<file path="src/rtl/core/assert_macros.svh">
// Assertion macros shared by the text formatter RTL.
// No dependencies; include by bare file name inside a module body.
`ifndef ASSERT_MACROS_SVH
`define ASSERT_MACROS_SVH

// Check a property on every rising edge of clk, off while arst_n is low.
`define CTF_ASSERT(label, prop, msg) \
	label: assert property (@(posedge clk) disable iff (!arst_n) (prop)) else $error(msg);

// Check that a condition never holds on a rising edge of clk.
`define CTF_ASSERT_NEVER(label, cond, msg) \
	label: assert property (@(posedge clk) disable iff (!arst_n) !(cond)) else $error(msg);

`endif

</file>
<file path="src/rtl/core/ctf_pkg.sv">
// Shared types, register indexes and character constants of the text formatter.
// No dependencies; imported by every module of the formatter.
package ctf_pkg;

	localparam int NUMBER_DIGITS_DEF = 6;
	localparam int QUEUE_DEPTH_DEF   = 2;

	localparam int CFG_INDEX_W = 3;
	localparam int CFG_DATA_W  = 2;

	localparam logic [CFG_INDEX_W-1:0] CFG_NUMBER_MODE      = 3'd0;
	localparam logic [CFG_INDEX_W-1:0] CFG_SQUEEZE_BLANK    = 3'd1;
	localparam logic [CFG_INDEX_W-1:0] CFG_SHOW_ENDS        = 3'd2;
	localparam logic [CFG_INDEX_W-1:0] CFG_SHOW_TABS        = 3'd3;
	localparam logic [CFG_INDEX_W-1:0] CFG_SHOW_NONPRINTING = 3'd4;

	localparam logic [1:0] NUM_OFF   = 2'd0;
	localparam logic [1:0] NUM_ALL   = 2'd1;

	localparam logic [7:0] CH_TAB       = 8'h09;
	localparam logic [7:0] CH_NL        = 8'h0A;
	localparam logic [7:0] CH_SPACE     = 8'h20;
	localparam logic [7:0] CH_DOLLAR    = 8'h24;
	localparam logic [7:0] CH_ZERO      = 8'h30;
	localparam logic [7:0] CH_QMARK     = 8'h3F;
	localparam logic [7:0] CH_I         = 8'h49;
	localparam logic [7:0] CH_CARET     = 8'h5E;
	localparam logic [7:0] CH_DEL       = 8'h7F;
	localparam logic [7:0] CTRL_LIMIT   = 8'd32;
	localparam logic [7:0] CARET_OFFSET = 8'd64;
	localparam logic [3:0] DIGIT_NINE   = 4'd9;

	typedef struct packed {
		logic [7:0] data_byte;
		logic       file_start;
	} ctf_in_t;

	typedef struct packed {
		logic [7:0] out_byte;
		logic       last;
	} ctf_out_t;

	typedef struct packed {
		logic [1:0] number_mode;
		logic       squeeze_blank;
		logic       show_ends;
		logic       show_tabs;
		logic       show_nonprinting;
	} ctf_cfg_t;

	// One classified request: optional line number, then one or two body bytes.
	typedef struct packed {
		logic       num_en;
		logic       body_two;
		logic [7:0] body0;
		logic [7:0] body1;
	} ctf_job_t;

	typedef enum logic [1:0] {
		PH_NUM,
		PH_TAB,
		PH_BODY0,
		PH_BODY1
	} ctf_phase_t;

endpackage

</file>
<file path="src/rtl/core/cat_text_stream_formatter.sv">
// Text formatter top: an accepted request is written into the job queue, and its
// bytes then pass through the back end's output register, one output byte per
// cycle while the sink is ready. A request yields one or two body bytes, led on a
// numbered line by NUMBER_DIGITS digits and a tab, and no output bytes when a
// repeated blank line is squeezed. Reset clears config to zero, the line count
// to zero and the line state to "at line start"; no clearing pass is needed.
module cat_text_stream_formatter import ctf_pkg::*; #(
	parameter int NUMBER_DIGITS = NUMBER_DIGITS_DEF,
	parameter int QUEUE_DEPTH   = QUEUE_DEPTH_DEF
) (
	input  logic                   clk,
	input  logic                   arst_n,
	input  logic                   cfg_we,
	input  logic [CFG_INDEX_W-1:0] cfg_index,
	input  logic [CFG_DATA_W-1:0]  cfg_data,
	input  logic                   text_valid,
	output logic                   text_ready,
	input  ctf_in_t                text,
	output logic                   fmt_valid,
	input  logic                   fmt_ready,
	output ctf_out_t               fmt
);

	// Queue entry: the line number snapshot above the classified job.
	localparam int JW = $bits(ctf_job_t);
	localparam int QW = JW + 4 * NUMBER_DIGITS;

	ctf_cfg_t                   cfg_q;
	logic                       q_full;
	logic                       q_push;
	ctf_job_t                   push_job;
	logic [4*NUMBER_DIGITS-1:0] push_digits;
	logic                       q_pop;
	logic                       head_valid;
	logic [QW-1:0]              head_data;
	ctf_job_t                   head_job;

	// Configuration registers: the user must write them only while no request is in flight,
	// so no request ever sees a change halfway through; the block does not enforce this.
	always_ff @(posedge clk or negedge arst_n) begin
		if (!arst_n) begin
			cfg_q <= '0;
		end else if (cfg_we) begin
			case (cfg_index)
				CFG_NUMBER_MODE:      cfg_q.number_mode      <= cfg_data;
				CFG_SQUEEZE_BLANK:    cfg_q.squeeze_blank    <= cfg_data[0];
				CFG_SHOW_ENDS:        cfg_q.show_ends        <= cfg_data[0];
				CFG_SHOW_TABS:        cfg_q.show_tabs        <= cfg_data[0];
				CFG_SHOW_NONPRINTING: cfg_q.show_nonprinting <= cfg_data[0];
				default: begin
					// write to an unused index: drop it
				end
			endcase
		end
	end

	// Front end: accept, count lines, classify, push.
	ctf_front #(
		.NUMBER_DIGITS(NUMBER_DIGITS)
	) u_front (
		.clk        (clk),
		.arst_n     (arst_n),
		.cfg        (cfg_q),
		.text_valid (text_valid),
		.text_ready (text_ready),
		.text       (text),
		.q_full     (q_full),
		.q_push     (q_push),
		.q_job      (push_job),
		.q_digits   (push_digits)
	);

	// Short queue lets the front keep taking requests while the back end
	// spells out a line number or waits on a stalled sink.
	ctf_queue #(
		.WIDTH(QW),
		.DEPTH(QUEUE_DEPTH)
	) u_queue (
		.clk        (clk),
		.arst_n     (arst_n),
		.push       (q_push),
		.push_data  ({push_digits, push_job}),
		.full       (q_full),
		.pop        (q_pop),
		.head_valid (head_valid),
		.head_data  (head_data)
	);

	assign head_job = head_data[JW-1:0];

	// Back end: one byte per cycle into the output register while the sink is ready.
	ctf_back #(
		.NUMBER_DIGITS(NUMBER_DIGITS)
	) u_back (
		.clk         (clk),
		.arst_n      (arst_n),
		.head_valid  (head_valid),
		.head_job    (head_job),
		.head_digits (head_data[QW-1:JW]),
		.pop         (q_pop),
		.fmt_valid   (fmt_valid),
		.fmt_ready   (fmt_ready),
		.fmt         (fmt)
	);

endmodule

</file>
<file path="src/rtl/core/ctf_front.sv">
// Front end: accepts text requests, tracks line state and the BCD line count,
// and turns each request into a job for the queue. Depends on ctf_pkg.
module ctf_front import ctf_pkg::*; #(
	parameter int NUMBER_DIGITS = NUMBER_DIGITS_DEF
) (
	input  logic                       clk,
	input  logic                       arst_n,
	input  ctf_cfg_t                   cfg,
	input  logic                       text_valid,
	output logic                       text_ready,
	input  ctf_in_t                    text,
	input  logic                       q_full,
	output logic                       q_push,
	output ctf_job_t                   q_job,
	output logic [4*NUMBER_DIGITS-1:0] q_digits
);

	localparam int CW = 4 * NUMBER_DIGITS;

	logic          als_q;
	logic          pb_q;
	logic [CW-1:0] count_q;

	logic          accept;
	logic          als_eff;
	logic          pb_eff;
	logic [CW-1:0] count_eff;
	logic [CW-1:0] count_inc;
	logic          full;
	logic          carry;
	logic          newline;
	logic          squeeze;
	logic          num_en;
	logic [7:0]    c;
	logic [3:0]    d;

	assign text_ready = !q_full;
	assign accept     = text_valid && text_ready;
	assign c          = text.data_byte;
	assign newline    = (c == CH_NL);

	always_comb begin
		als_eff   = text.file_start ? 1'b1 : als_q;
		pb_eff    = text.file_start ? 1'b0 : pb_q;
		count_eff = text.file_start ? '0 : count_q;

		// saturating BCD increment
		full      = 1'b1;
		carry     = 1'b1;
		count_inc = count_eff;
		for (int i = 0; i < NUMBER_DIGITS; i++) begin
			d = count_eff[4*i +: 4];
			if (d != DIGIT_NINE) begin
				full = 1'b0;
			end
			if (carry) begin
				if (d == DIGIT_NINE) begin
					count_inc[4*i +: 4] = 4'd0;
				end else begin
					count_inc[4*i +: 4] = d + 4'd1;
					carry = 1'b0;
				end
			end
		end
		if (full) begin
			count_inc = count_eff;
		end

		squeeze = newline && als_eff && pb_eff && cfg.squeeze_blank;
		num_en  = als_eff && ((cfg.number_mode == NUM_ALL) ||
			(cfg.number_mode[1] && !newline));

		q_job.num_en   = num_en;
		q_job.body_two = 1'b0;
		q_job.body0    = c;
		q_job.body1    = CH_NL;
		if (newline) begin
			q_job.body_two = cfg.show_ends;
			q_job.body0    = cfg.show_ends ? CH_DOLLAR : CH_NL;
		end else if (c == CH_TAB) begin
			if (cfg.show_tabs) begin
				q_job.body_two = 1'b1;
				q_job.body0    = CH_CARET;
				q_job.body1    = CH_I;
			end
		end else if (cfg.show_nonprinting && c < CTRL_LIMIT) begin
			q_job.body_two = 1'b1;
			q_job.body0    = CH_CARET;
			q_job.body1    = c + CARET_OFFSET;
		end else if (cfg.show_nonprinting && c == CH_DEL) begin
			q_job.body_two = 1'b1;
			q_job.body0    = CH_CARET;
			q_job.body1    = CH_QMARK;
		end

		q_digits = num_en ? count_inc : count_eff;
		q_push   = accept && !squeeze;
	end

	always_ff @(posedge clk or negedge arst_n) begin
		if (!arst_n) begin
			als_q   <= 1'b1;
			pb_q    <= 1'b0;
			count_q <= '0;
		end else if (accept) begin
			// a dropped line leaves the count as it stands after any file restart
			count_q <= squeeze ? count_eff : q_digits;
			if (squeeze) begin
				// drop the line, keep state as it stands after any file restart
				als_q <= als_eff;
				pb_q  <= pb_eff;
			end else if (newline) begin
				als_q <= 1'b1;
				pb_q  <= als_eff;
			end else begin
				als_q <= 1'b0;
				pb_q  <= pb_eff;
			end
		end
	end

endmodule

</file>
<file path="src/rtl/core/ctf_queue.sv">
// Short job queue between front end and back end, register based.
// Depends on ctf_pkg for the default depth and on assert_macros.svh.
module ctf_queue import ctf_pkg::*; #(
	parameter int WIDTH = 8,
	parameter int DEPTH = QUEUE_DEPTH_DEF
) (
	input  logic             clk,
	input  logic             arst_n,
	input  logic             push,
	input  logic [WIDTH-1:0] push_data,
	output logic             full,
	input  logic             pop,
	output logic             head_valid,
	output logic [WIDTH-1:0] head_data
);

	`include "assert_macros.svh"

	localparam int PW = (DEPTH > 1) ? $clog2(DEPTH) : 1;
	localparam int NW = $clog2(DEPTH + 1);

	logic [WIDTH-1:0] mem_q [DEPTH];
	logic [PW-1:0]    wr_ptr_q;
	logic [PW-1:0]    rd_ptr_q;
	logic [NW-1:0]    cnt_q;

	assign full       = (cnt_q == NW'(DEPTH));
	assign head_valid = (cnt_q != '0);
	assign head_data  = mem_q[rd_ptr_q];

	always_ff @(posedge clk) begin
		if (push) begin
			mem_q[wr_ptr_q] <= push_data;
		end
	end

	always_ff @(posedge clk or negedge arst_n) begin
		if (!arst_n) begin
			wr_ptr_q <= '0;
			rd_ptr_q <= '0;
			cnt_q    <= '0;
		end else begin
			if (push) begin
				wr_ptr_q <= (wr_ptr_q == PW'(DEPTH - 1)) ? '0 : wr_ptr_q + 1'b1;
			end
			if (pop) begin
				rd_ptr_q <= (rd_ptr_q == PW'(DEPTH - 1)) ? '0 : rd_ptr_q + 1'b1;
			end
			if (push && !pop) begin
				cnt_q <= cnt_q + 1'b1;
			end else if (pop && !push) begin
				cnt_q <= cnt_q - 1'b1;
			end
		end
	end

	`CTF_ASSERT_NEVER(a_no_push_full, push && full, "queue push while full")
	`CTF_ASSERT_NEVER(a_no_pop_empty, pop && !head_valid, "queue pop while empty")
	`CTF_ASSERT(a_cnt_bound, cnt_q <= NW'(DEPTH), "queue count out of range")

endmodule

</file>
<file path="src/rtl/core/ctf_back.sv">
// Back end: walks the head job byte by byte (digits, tab, body) into the
// output register. Depends on ctf_pkg and assert_macros.svh.
module ctf_back import ctf_pkg::*; #(
	parameter int NUMBER_DIGITS = NUMBER_DIGITS_DEF
) (
	input  logic                       clk,
	input  logic                       arst_n,
	input  logic                       head_valid,
	input  ctf_job_t                   head_job,
	input  logic [4*NUMBER_DIGITS-1:0] head_digits,
	output logic                       pop,
	output logic                       fmt_valid,
	input  logic                       fmt_ready,
	output ctf_out_t                   fmt
);

	`include "assert_macros.svh"

	localparam int DW = (NUMBER_DIGITS > 1) ? $clog2(NUMBER_DIGITS) : 1;

	ctf_phase_t    phase_q;
	ctf_phase_t    phase_next;
	ctf_phase_t    cur;
	logic          start_q;
	logic [DW-1:0] digit_q;
	logic          seen_q;
	logic          fmt_valid_q;
	ctf_out_t      fmt_q;

	logic          load;
	logic [3:0]    digit;
	logic          seen;
	ctf_out_t      nxt;

	assign load      = head_valid && (!fmt_valid_q || fmt_ready);
	assign pop       = load && nxt.last;
	assign fmt_valid = fmt_valid_q;
	assign fmt       = fmt_q;

	always_comb begin
		cur = start_q ? (head_job.num_en ? PH_NUM : PH_BODY0) : phase_q;
		digit = head_digits[digit_q*4 +: 4];
		seen  = seen_q || (digit != 4'd0) || (digit_q == '0);
		nxt.out_byte = head_job.body0;
		nxt.last     = 1'b0;
		phase_next   = cur;
		case (cur)
			PH_NUM: begin
				// blank leading zeros, always show the ones digit
				nxt.out_byte = seen ? (CH_ZERO + {4'd0, digit}) : CH_SPACE;
				phase_next   = (digit_q == '0) ? PH_TAB : PH_NUM;
			end
			PH_TAB: begin
				nxt.out_byte = CH_TAB;
				phase_next   = PH_BODY0;
			end
			PH_BODY0: begin
				nxt.out_byte = head_job.body0;
				nxt.last     = !head_job.body_two;
				phase_next   = PH_BODY1;
			end
			PH_BODY1: begin
				nxt.out_byte = head_job.body1;
				nxt.last     = 1'b1;
				phase_next   = PH_BODY1;
			end
			default: begin
				nxt.out_byte = head_job.body0;
				nxt.last     = 1'b1;
				phase_next   = PH_BODY0;
			end
		endcase
	end

	always_ff @(posedge clk or negedge arst_n) begin
		if (!arst_n) begin
			phase_q <= PH_NUM;
			start_q <= 1'b1;
			digit_q <= DW'(NUMBER_DIGITS - 1);
			seen_q  <= 1'b0;
		end else if (load) begin
			if (nxt.last) begin
				start_q <= 1'b1;
				digit_q <= DW'(NUMBER_DIGITS - 1);
				seen_q  <= 1'b0;
			end else begin
				start_q <= 1'b0;
				phase_q <= phase_next;
				if (cur == PH_NUM) begin
					seen_q <= seen;
					if (digit_q != '0) begin
						digit_q <= digit_q - 1'b1;
					end
				end
			end
		end
	end

	always_ff @(posedge clk or negedge arst_n) begin
		if (!arst_n) begin
			fmt_valid_q <= 1'b0;
		end else if (load) begin
			fmt_valid_q <= 1'b1;
		end else if (fmt_ready) begin
			fmt_valid_q <= 1'b0;
		end
	end

	always_ff @(posedge clk) begin
		if (load) begin
			fmt_q <= nxt;
		end
	end

	`CTF_ASSERT(a_pop_marks_last, pop |=> (fmt_valid_q && fmt_q.last),
		"job retired without a last byte")
	`CTF_ASSERT(a_num_needs_en, (load && cur == PH_NUM) |-> head_job.num_en,
		"digit emitted for a job without a line number")
	`CTF_ASSERT(a_body1_needs_two, (load && cur == PH_BODY1) |-> head_job.body_two,
		"second body byte for a single byte job")

endmodule
</file>
<file path="config.mk">
export PLATFORM = sky130hd
export DESIGN_NAME = cat_text_stream_formatter
export DESIGN_NICKNAME = d
export VERILOG_FILES = /design/src/rtl/core/ctf_pkg.sv /design/src/rtl/core/cat_text_stream_formatter.sv /design/src/rtl/core/ctf_front.sv /design/src/rtl/core/ctf_queue.sv /design/src/rtl/core/ctf_back.sv
export VERILOG_INCLUDE_DIRS = /design/src /design/src/rtl/core
export SDC_FILE = /design/constraint.sdc
export NUM_CORES = 1
export LEC_CHECK = 0
export ABC_AREA = 1
export BUFFER_PORTS_ARGS = -buffer_cell sky130_fd_sc_hd__clkbuf_2
export CAP_MARGIN = 10
export CORE_MARGIN = 5
export CORE_UTILIZATION = 55
export DETAILED_ROUTE_END_ITERATION = 8
export GPL_ROUTABILITY_DRIVEN = 0
export PLACE_DENSITY = 0.75
export SYNTH_ARGS = -nofsm -noshare
export SYNTH_HDL_FRONTEND = slang
export SYNTH_HIERARCHICAL = 1
export SYNTH_SLANG_ARGS = --single-unit
export TNS_END_PERCENT = 100
</file>
<file path="constraint.sdc">
create_clock -name clk -period 3.14 [get_ports clk]
set_input_delay 0.471 -clock clk [delete_from_list [all_inputs] [get_ports clk]]
set_output_delay 0.471 -clock clk [all_outputs]
set_load 0.05 [all_outputs]
</file>
==> impl_metrics.tcl, run 1 <==
set metrics [dict create \
    outcome "finished, final reports clean" \
    grt_pass1_vias 5120 \
    rows 42 \
    grt_max_degree 45 \
    grt_pass1_wl_um 24300 \
    die_height_um 126 \
    slew_violations 0 \
    fin_skew_ns 0.00737 \
    drt-met1-wl_um 6190 \
    synth_top_area_share_pct 38.0 \
    drt_iter0_drc 617 \
    cp_max_fo 17 \
    antenna_cells 0 \
    dp_hpwl_um 10200 \
    cts_tree "done" \
    crit_path_start_kind "flip-flop" \
    first_pass_iters 6 \
    cts_buffer_depth 2 \
    viasPerCell 5.40 \
    track_usage_pct 19.1 \
    p_leak_uw 0.00375 \
    highest_layer "met4" \
    r2r_slack_ns 0.73 \
    nets 811 \
    setup_tns_ns 0 \
    routed_wl_um 14600 \
    ant_nets 0 \
    crit_path_cell_trace "buf_4, mux2_4, a21oi_4, nand2_1, inv_1, inv_1, ha_1, inv_1, nand3_1, nand2_1, nand2_1" \
    post_cts_buffers 0 \
    clk_latency_ns 0.41 \
    reg2reg_depth 11 \
    power_density_nw_per_um2 870 \
    numCtsBuffers 17 \
    portBuffers 29 \
    maxCapViolCount 0 \
    r2r-end "u_queue/cnt_q[1]" \
    critPathArrivalTime_ns 2.71 \
    finish.instance_area_um2 8240 \
    ios 30 \
    area.growth.synth_to_final_pct 12.2 \
    route.met3.wl_um 838 \
    initial_core_util_pct 55.7 \
    synth.most_common_cell "nand2_1" \
    core-area_um2 13200 \
    syn-cell-area_um2 7340 \
    syn_inst 750 \
    syn_nets 774 \
    rsz0062_at_grt "false" \
    final_hold_viol_count 0 \
    synth_edf_count 93 \
    overflow 0 \
    cp_slowest_cell "dfrtp_2" \
    via_count 5275 \
    setup_viol_count_final 0 \
    synth-seq-area-share_pct 53.1 \
    n_fill_cell 1012 \
    timing.rr.start "u_queue/rd_ptr_q" \
    cts.sinks 137 \
    cts_max_level 4 \
    holdWs_ns 0.149 \
    antenna_found_initial 0 \
    worstHoldPathType "in2async" \
    stdcell_count 976 \
    setup.worst_path.end_class "flip-flop" \
    cts.reportedPaths.clkPinSlew_ns 0.06 \
    placed_cell_area_um2 7620 \
    period_share_pct 76.8 \
    slew_headroom_pct 47.1 \
    synth-seq-cells 137 \
    cts_root_buffer "clkbuf_16" \
    dieWidth_um 126 \
    critPathRequiredTime_ns 3.44 \
    synth_cell_types 49 \
    routedWlPerCell_um 14.9 \
    die_area_um2 15800 \
    placedCellCount 944 \
    synthTopCellsByCount "nand2_1, edfxtp_1, inv_1" \
    max_freq_ghz 0.415 \
    fin_util_pct 62.4 \
    syn-mean-instance-area_um2 9.79 \
    critPathKind "reg2reg" \
    yosysWarnings 6 \
    wl_met2_um 7380 \
    synth_area_leaders "edfxtp_1, dfrtp_1, nand2_1" \
    drcViolationCount 0 \
    drive_above_1_share_pct 21.3 \
    cts_hold_buf 0 \
    crit_path_max_incr_delay_ns 0.39 \
    yosys.area.top_type "edfxtp_1" \
    synth_ff_type "edfxtp_1" \
    cts-resized-gates 0 \
    ir_drop_mv 0.477 \
    tightest_slew_ns 0.787 \
    async_reset_ff_share_pct 32.1 \
    min_period_ns 2.41 \
]
==> power by group <==
group | leakage [µW] | internal, µW | switching (µW) | total, µW
registers | 0.00145 | 2470 | 188 | 2660
clock network | 0.000297 | 1270 | 777 | 2040
logic | 0.00200 | 932 | 1540 | 2470
==> per-layer routing <==
metal / up-vias / GRT usage, %
li1: 2573 / -
met1: 2498 / 24.5
met2: 185 / 31.6
met3: 19 / 4.48
met4: 0 / 7.40
met5: - / 0
==> critical path: cells and delay by family, from the launching register on <==
| kind | cells | cell delay (ns) |
|---|---|---|
| buf+inv | 4 | 0.64 |
| simple gates | 4 | 0.41 |
| flops | 1 | 0.39 |
| mux | 1 | 0.35 |
| fa+ha+maj | 1 | 0.30 |
| compound gates | 1 | 0.21 |
==> cells by family after synthesis <==
family / count (synthesis) / synth area share (%)
muxes: 42 / 8.43
xor gates and xnor gates: 7 / 0.835
buffers and inverters: 113 / 7.57
and+or+nand+nor: 364 / 22.7
adders and majority gates: 5 / 0.852
DFF: 137 / 53.1
AOI/OAI and AO/OA: 82 / 6.51
==> worst max path at each step <==
stage                                 from              endpoint  slack (ns)  cells after the start
final                     u_queue/rd_ptr_q      u_queue/cnt_q[1]        0.73                     11
after global routing      u_queue/rd_ptr_q      u_queue/cnt_q[1]        0.64                     11
after CTS                 u_queue/rd_ptr_q      u_queue/cnt_q[1]        0.73                     11
after detailed placement           text[7]  u_queue/mem_q[1][25]        0.50                     14
after global placement             text[7]  u_queue/mem_q[1][22]        0.57                     14
after floorplan                    text[7]   u_queue/mem_q[0][0]        0.08                     12
==> flip-flops by register name, indices dropped and copies added (netlist names) <==
signal and count:
u_back/fmt 9, u_queue/rd_ptr_q 1, u_queue/wr_ptr_q 1, u_back/fmt_valid 1, u_front/pb_q 1, u_queue/mem_q 84
u_back/digit_q 3, cfg_q 6, u_front/als_q 1, u_queue/cnt_q 2, u_back/phase_q 2, u_back/start_q 1
u_front/count_q 24, u_back/seen_q 1
==> cells in the final DEF (no fill, tap or decap), drive strengths merged, types with 3 or more instances in the layout <==
| cell type | count |
|---|---|
| nand2 | 245 |
| inv | 97 |
| edfxtp | 93 |
| o21ai | 60 |
| nand3 | 50 |
| clkbuf | 46 |
| nor2 | 45 |
| mux2 | 42 |
| dfrtp | 40 |
| nand4 | 12 |
| buf | 10 |
| a21oi | 8 |
| xor2 | 5 |
| ha | 5 |
| clkinv | 5 |
| dfstp | 4 |
| nor3 | 4 |
| bufinv | 3 |
| o21a | 3 |
==> final cells by class <==
cell class | count | area (µm²) | share of cell area [%]
clock buffer | 17 | 425 | 5.16
clock inverter | 15 | 191 | 2.32
inverter | 92 | 345 | 4.19
multi-input combinational | 500 | 2900 | 35.2
sequential | 137 | 3900 | 47.3
tap | 176 | 220 | 2.67
timing repair buffer | 39 | 258 | 3.13
==> per-stage QoR <==
step	setup slack [ns]	total power, µW
5_1_grt	0.635	7580
2_1_floorplan	0.0802	4700
3_5_place_dp	0.500	5140
4_1_cts	0.726	7220
6_report	0.728	7170
3_3_place_gp	0.572	5060
(Power assumes the default switching activity.)
==> run 2, diff against run 1 <==
--- a/config.mk
+++ b/config.mk
@@ -13,7 +13,7 @@
 export CORE_UTILIZATION = 55
 export DETAILED_ROUTE_END_ITERATION = 8
 export GPL_ROUTABILITY_DRIVEN = 0
-export PLACE_DENSITY = 0.75
+export PLACE_DENSITY = 0.72
 export SYNTH_ARGS = -nofsm -noshare
 export SYNTH_HDL_FRONTEND = slang
 export SYNTH_HIERARCHICAL = 1
==> constraint.sdc (replaced) <==
create_clock -name clk -period 2.49 [get_ports clk]
set_input_delay 0.3735 -clock clk [delete_from_list [all_inputs] [get_ports clk]]
set_output_delay 0.3735 -clock clk [all_outputs]
set_load 0.05 [all_outputs]
==> run 2 against run 1 <==
- combinational power increased by 27%
- clock skew increased by 0.0038 ns
- core utilization up 0.066 points
- clock-buffer cell count up 1
- maximum frequency increased by 9.9%
- global-route usage increased by 0.30 points
- final cell count is 0.82% higher
==> impl_metrics.tcl, run 2 (synthesized netlist as in run 1, its figures left out) <==
set metrics [dict create \
    ant_nets 0 \
    ir_drop_mv 0.561 \
    cts.sinks 137 \
    grt_pass1_wl_um 24600 \
    dp_slack_ns 0.155 \
    final_common_cell "nand2_1" \
    cts_max_level 4 \
    grt_max_degree 45 \
    cts_root_buffer "clkbuf_16" \
    fin_ws_ns 0.295 \
    routedWlPerCell_um 15.0 \
    die_area_um2 15800 \
    cts-resized-gates 0 \
    placed_cell_area_um2 7670 \
    area.growth.synth_to_final_pct 12.3 \
    cts_tree "done" \
    finish.instance_area_um2 8250 \
    r2r-end "u_queue/cnt_q[1]" \
    share_seq_of_total_power_pct 37.6 \
    r2r_slack_ns 0.29 \
    dp_hpwl_um 10300 \
    cts_hold_buf 0 \
    die_height_um 126 \
    viasPerCell 5.42 \
    drt_iter0_drc 531 \
    dieWidth_um 126 \
    setup.worst_path.end_class "flip-flop" \
    stdcell_count 984 \
    slew_violations 0 \
    setup_tns_ns 0 \
    portBuffers 29 \
    tightest_slew_ns 0.634 \
    crit_path_end "u_queue/cnt_q[1]" \
    reg2reg_depth 11 \
    numCtsBuffers 17 \
    ios 30 \
    cp_max_fo 10 \
    power_density_nw_per_um2 1080 \
    antenna_found_initial 0 \
    rows 42 \
    cts.reportedPaths.clkPinSlew_ns 0.06 \
    first_pass_iters 5 \
    cp-startpoint "u_queue/rd_ptr_q" \
    internal-power_uw 5790 \
    critPathArrivalTime_ns 2.50 \
    critPathKind "reg2reg" \
    slew_headroom_pct 57.3 \
    nets 819 \
    drive_above_1_share_pct 21.9 \
    post_cts_buffers 0 \
    core-area_um2 13200 \
    antenna_cells 0 \
    routed_wl_um 14800 \
    maxCapViolCount 0 \
    largest_reg_flops 84 \
    track_usage_pct 19.4 \
    p_leak_uw 0.00376 \
    drcViolationCount 0 \
    outcome "finished, final reports clean" \
    placedCellCount 952 \
    n_fill_cell 1018 \
    p_clk_share_pct 27.3 \
    max_freq_ghz 0.456 \
    critPathRequiredTime_ns 2.80 \
    crit_path_max_incr_delay_ns 0.40 \
    cp_slowest_cell "dfrtp_2" \
    p_sw_uw 3150 \
    comb_power_share_pct 35.2 \
    overflow 0 \
    timing.rr.start "u_queue/rd_ptr_q" \
    largest_register "u_queue/mem_q" \
    crit_path_start_kind "flip-flop" \
    setup_viol_count_final 0 \
    p_sw_share_pct 35.2 \
    grt_pass1_vias 5098 \
    initial_core_util_pct 55.7 \
    crit_path_cell_trace "buf_4, mux2_4, a21oi_4, nand2_1, inv_1, inv_1, ha_1, inv_1, nand3_1, nand2_1, nand2_1" \
    period_share_pct 88.2 \
    cts_buffer_depth 2 \
    clk_latency_ns 0.42 \
    fin_skew_ns 0.0112 \
    worstHoldPathType "in2async" \
    rsz0062_at_grt "false" \
    via_count 5330 \
    final_cell_mix "nand2_1, edfxtp_1, inv_1" \
    min_period_ns 2.20 \
    final_hold_viol_count 0 \
]
run 2: cell count changes in the layout (fill, tap and decap cells not counted), sizes merged:
| cell | delta |
|---|---|
| buf | +8 |
| clkinvlp | +2 |
| inv | -2 |
| bufinv | -1 |
| clkbuf | +1 |
run 2: routing by layer:
layer  GRT usage (%)  vias to the layer above  part of all wire (%)
li1                -                     2580                     -
met1            26.5                     2520                    45
met2            30.7                      203                    47
met3            4.48                       27                   6.4
met4            6.70                        0                   1.5
met5               0                        -                     0
run 2: area by class of cell:
type / count / area, µm² / area share [%]
Clock buffer: 18 / 429 / 5.20
Clock inverter: 14 / 145 / 1.76
Inverter: 92 / 349 / 4.23
Multi-Input combinational cell: 500 / 2900 / 35.1
Sequential cell: 137 / 3900 / 47.3
Tap cell: 176 / 220 / 2.67
Timing Repair Buffer: 47 / 305 / 3.70
run 2: worst min-delay path by stage:
| stage | end | slack, ns | cells past startpoint |
|---|---|---|---|
| after floorplan | cfg_q[0] | 0.08 | 0 |
| after global placement | u_queue/cnt_q[1] | 0.45 | 2 |
| after detailed placement | cfg_q[2] | 0.46 | 2 |
| after CTS | u_front/count_q[5] | 0.08 | 2 |
| after global routing | u_back/seen_q | 0.11 | 2 |
| final | u_back/seen_q | 0.06 | 2 |
run 2: power groups by stage:
stage / Clock (µW) / Combinational, µW / Sequential, µW
floorplan: 0 / 2310 / 3620
global placement: 0 / 3090 / 3370
detailed placement: 0 / 3140 / 3400
CTS: 2490 / 3160 / 3360
global route: 2610 / 3450 / 3410
finish: 2440 / 3140 / 3360
run 2: through the flow:
step | hold slack (ns) | total power, µW | utilization (%)
2_1_floorplan | 0.0779 | 5930 | -
3_3_place_gp | 0.453 | 6460 | 58.2
3_5_place_dp | 0.459 | 6540 | 58.2
4_1_cts | 0.0811 | 9010 | 62.5
5_1_grt | 0.112 | 9470 | 62.5
6_report | 0.0642 | 8940 | 62.5
run 2: critical path: cells and delay by family (launching register included):
family                     cells  cell delay, ns
DFF                            1            0.40
and+or+nand+nor                4            0.32
buffers and inverters          4            0.57
muxes                          1            0.34
adders and majority gates      1            0.30
AOI/OAI and AO/OA              1            0.15
==> run 3, diff against run 2 <==
--- a/config.mk
+++ b/config.mk
@@ -9,7 +9,6 @@
 export ABC_AREA = 1
 export BUFFER_PORTS_ARGS = -buffer_cell sky130_fd_sc_hd__clkbuf_2
 export CAP_MARGIN = 10
-export CORE_MARGIN = 5
 export CORE_UTILIZATION = 55
 export DETAILED_ROUTE_END_ITERATION = 8
 export GPL_ROUTABILITY_DRIVEN = 0
==> run 3 against run 2 <==
- worst setup slack got worse by 0.059 ns
- maximum frequency fell by 2.6%
- largest power group unchanged
- critical path depth is 1 higher
- highest routed layer unchanged
==> impl_metrics.tcl, run 3 (synthesized netlist as in run 1, its figures left out) <==
set metrics [dict create \
    first_pass_iters 6 \
    viasPerCell 5.37 \
    rows 41 \
    crit_path_cell_trace "mux2_4, nand2_1, o21ai_2, a21oi_4, nand2_1, inv_1, inv_1, ha_1, inv_1, nand3_1, nand2_1, nand2_1" \
    path_delay_family "flip-flops" \
    largest_reg_flops 84 \
    critPathArrivalTime_ns 2.57 \
    worstHoldPathType "in2reg" \
    grt_pass1_wl_um 25200 \
    routed_wl_um 15100 \
    slew_headroom_pct 55.4 \
    rsz0062_at_grt "false" \
    crit_path_start_kind "flip-flop" \
    drive_above_1_share_pct 21.6 \
    crit_top_cell "nand2_1" \
    reg2reg_depth 12 \
    initial_core_util_pct 57.3 \
    setup.worst_path.end_class "flip-flop" \
    via_count 5254 \
    setup_viol_count_final 0 \
    grt_max_degree 43 \
    antenna_found_initial 0 \
    drcViolationCount 0 \
    cts_max_level 4 \
    overflow 0 \
    post_cts_buffers 0 \
    power_uw 9060 \
    critPathKind "reg2reg" \
    die_area_um2 13800 \
    whs_path_depth 3 \
    stdcell_count 979 \
    cts_root_buffer "clkbuf_16" \
    dp_slack_ns 0.130 \
    slew_violations 0 \
    setup_tns_ns 0 \
    die_height_um 118 \
    antenna_cells 0 \
    max_freq_ghz 0.444 \
    holdWs_ns 0.201 \
    power_density_nw_per_um2 1090 \
    dp_hpwl_um 10400 \
    final_hold_viol_count 0 \
    track_usage_pct 23.3 \
    portBuffers 29 \
    cp_slowest_cell "dfrtp_2" \
    cts.sinks 137 \
    area.growth.synth_to_final_pct 12.8 \
    grt_pass1_vias 5229 \
    ant_nets 0 \
    r2r_slack_ns 0.24 \
    multi_input_area_um2 2900 \
    fin_skew_ns 0.0117 \
    ios 30 \
    routedWlPerCell_um 15.5 \
    path_depth 12 \
    tightest_slew_ns 0.669 \
    cp_max_fo 5 \
    dieWidth_um 118 \
    clk_latency_ns 0.42 \
    critical_path_buf_inv_count 3 \
    numCtsBuffers 17 \
    crit_path_max_incr_delay_ns 0.45 \
    maxCapViolCount 0 \
    period_share_pct 90.5 \
    placedCellCount 946 \
    fin_ws_ns 0.235 \
    critPathRequiredTime_ns 2.80 \
    outcome "finished, final reports clean" \
    cts.reportedPaths.clkPinSlew_ns 0.06 \
    p_leak_uw 0.00377 \
    nets 818 \
    min_period_ns 2.25 \
    cts_tree "done" \
    cts_buffer_depth 2 \
    final_common_cell "nand2_1" \
    largest_register "u_queue/mem_q" \
    drt_iter0_drc 429 \
    regArea_um2 3900 \
    final_cell_mix "nand2_1, edfxtp_1, inv_1" \
    ir_drop_mv 0.604 \
    n_fill_cell 1004 \
    core-area_um2 12800 \
]
==> run 3: changes by cell type in the layout (fill, tap and decap cells not counted) <==
cell,change
clkinv_4,+1
clkinv_2,-2
buf_12,+2
clkinv_1,+1
buf_4,-4
inv_6,-1
dlygate4sd3_1,+1
bufinv_16,+1
==> run 3: per-layer routing <==
| layer | wire, µm | vias to the layer above | share of wire [%] | GRT usage (%) |
|---|---|---|---|---|
| met5 | 0 | - | 0 | 0 |
| met4 | 253 | 0 | 1.7 | 8.73 |
| met3 | 716 | 27 | 4.7 | 4.84 |
| met2 | 7370 | 174 | 49 | 39.0 |
| met1 | 6790 | 2480 | 45 | 29.9 |
| li1 | - | 2573 | - | - |
==> run 3: what timing repair did <==
item | CTS | global route
gates resized for setup | 0 | 0
endpoints found under the hold margin | 15 | 0
hold buffers | 1 | 0
==> run 3: path summary, 6_finish.rpt <==
path	startpoint	to
max	u_queue/rd_ptr_q	u_queue/cnt_q[1]
min	cfg_data[1]	cfg_q[5]
max reg2reg	u_queue/rd_ptr_q	u_queue/cnt_q[1]
min reg2reg	cfg_q[4]	cfg_q[4]
max in group asynchronous	arst_n	u_front/count_q[18]
min in group asynchronous	arst_n	u_back/seen_q
==> run 3: stage by stage <==
step	instance area (µm²)	util, %
final	8280	64.6
after global routing	8280	64.6
after CTS	8280	64.6
after detailed placement	7680	59.9
after global placement	7680	59.9
after floorplan	7360	-
==> run 3: worst reg2reg max path, stage by stage, from the launching register on <==
cell     delay [ns]
dfrtp_2        0.45
mux2_4         0.31
nand2_1        0.08
o21ai_2        0.11
a21oi_4        0.21
nand2_1        0.17
inv_1          0.18
inv_1          0.07
ha_1           0.30
inv_1          0.08
nand3_1        0.08
nand2_1        0.06
nand2_1        0.05
==> run 3: layout make-up <==
cell class	instances	area share, %
Clock inverter	14	2.04
Timing Repair Buffer	46	3.93
Sequential cell	137	47.1
Clock buffer	18	5.18
Inverter	92	4.21
Multi-Input combinational cell	500	35.0
Tap cell	172	2.60
==> run 3: where the power goes <==
group	internal [µW]	total, µW	switching [µW]
sequential	3110	3370	256
combinational	1200	3140	1940
clock	1580	2540	967
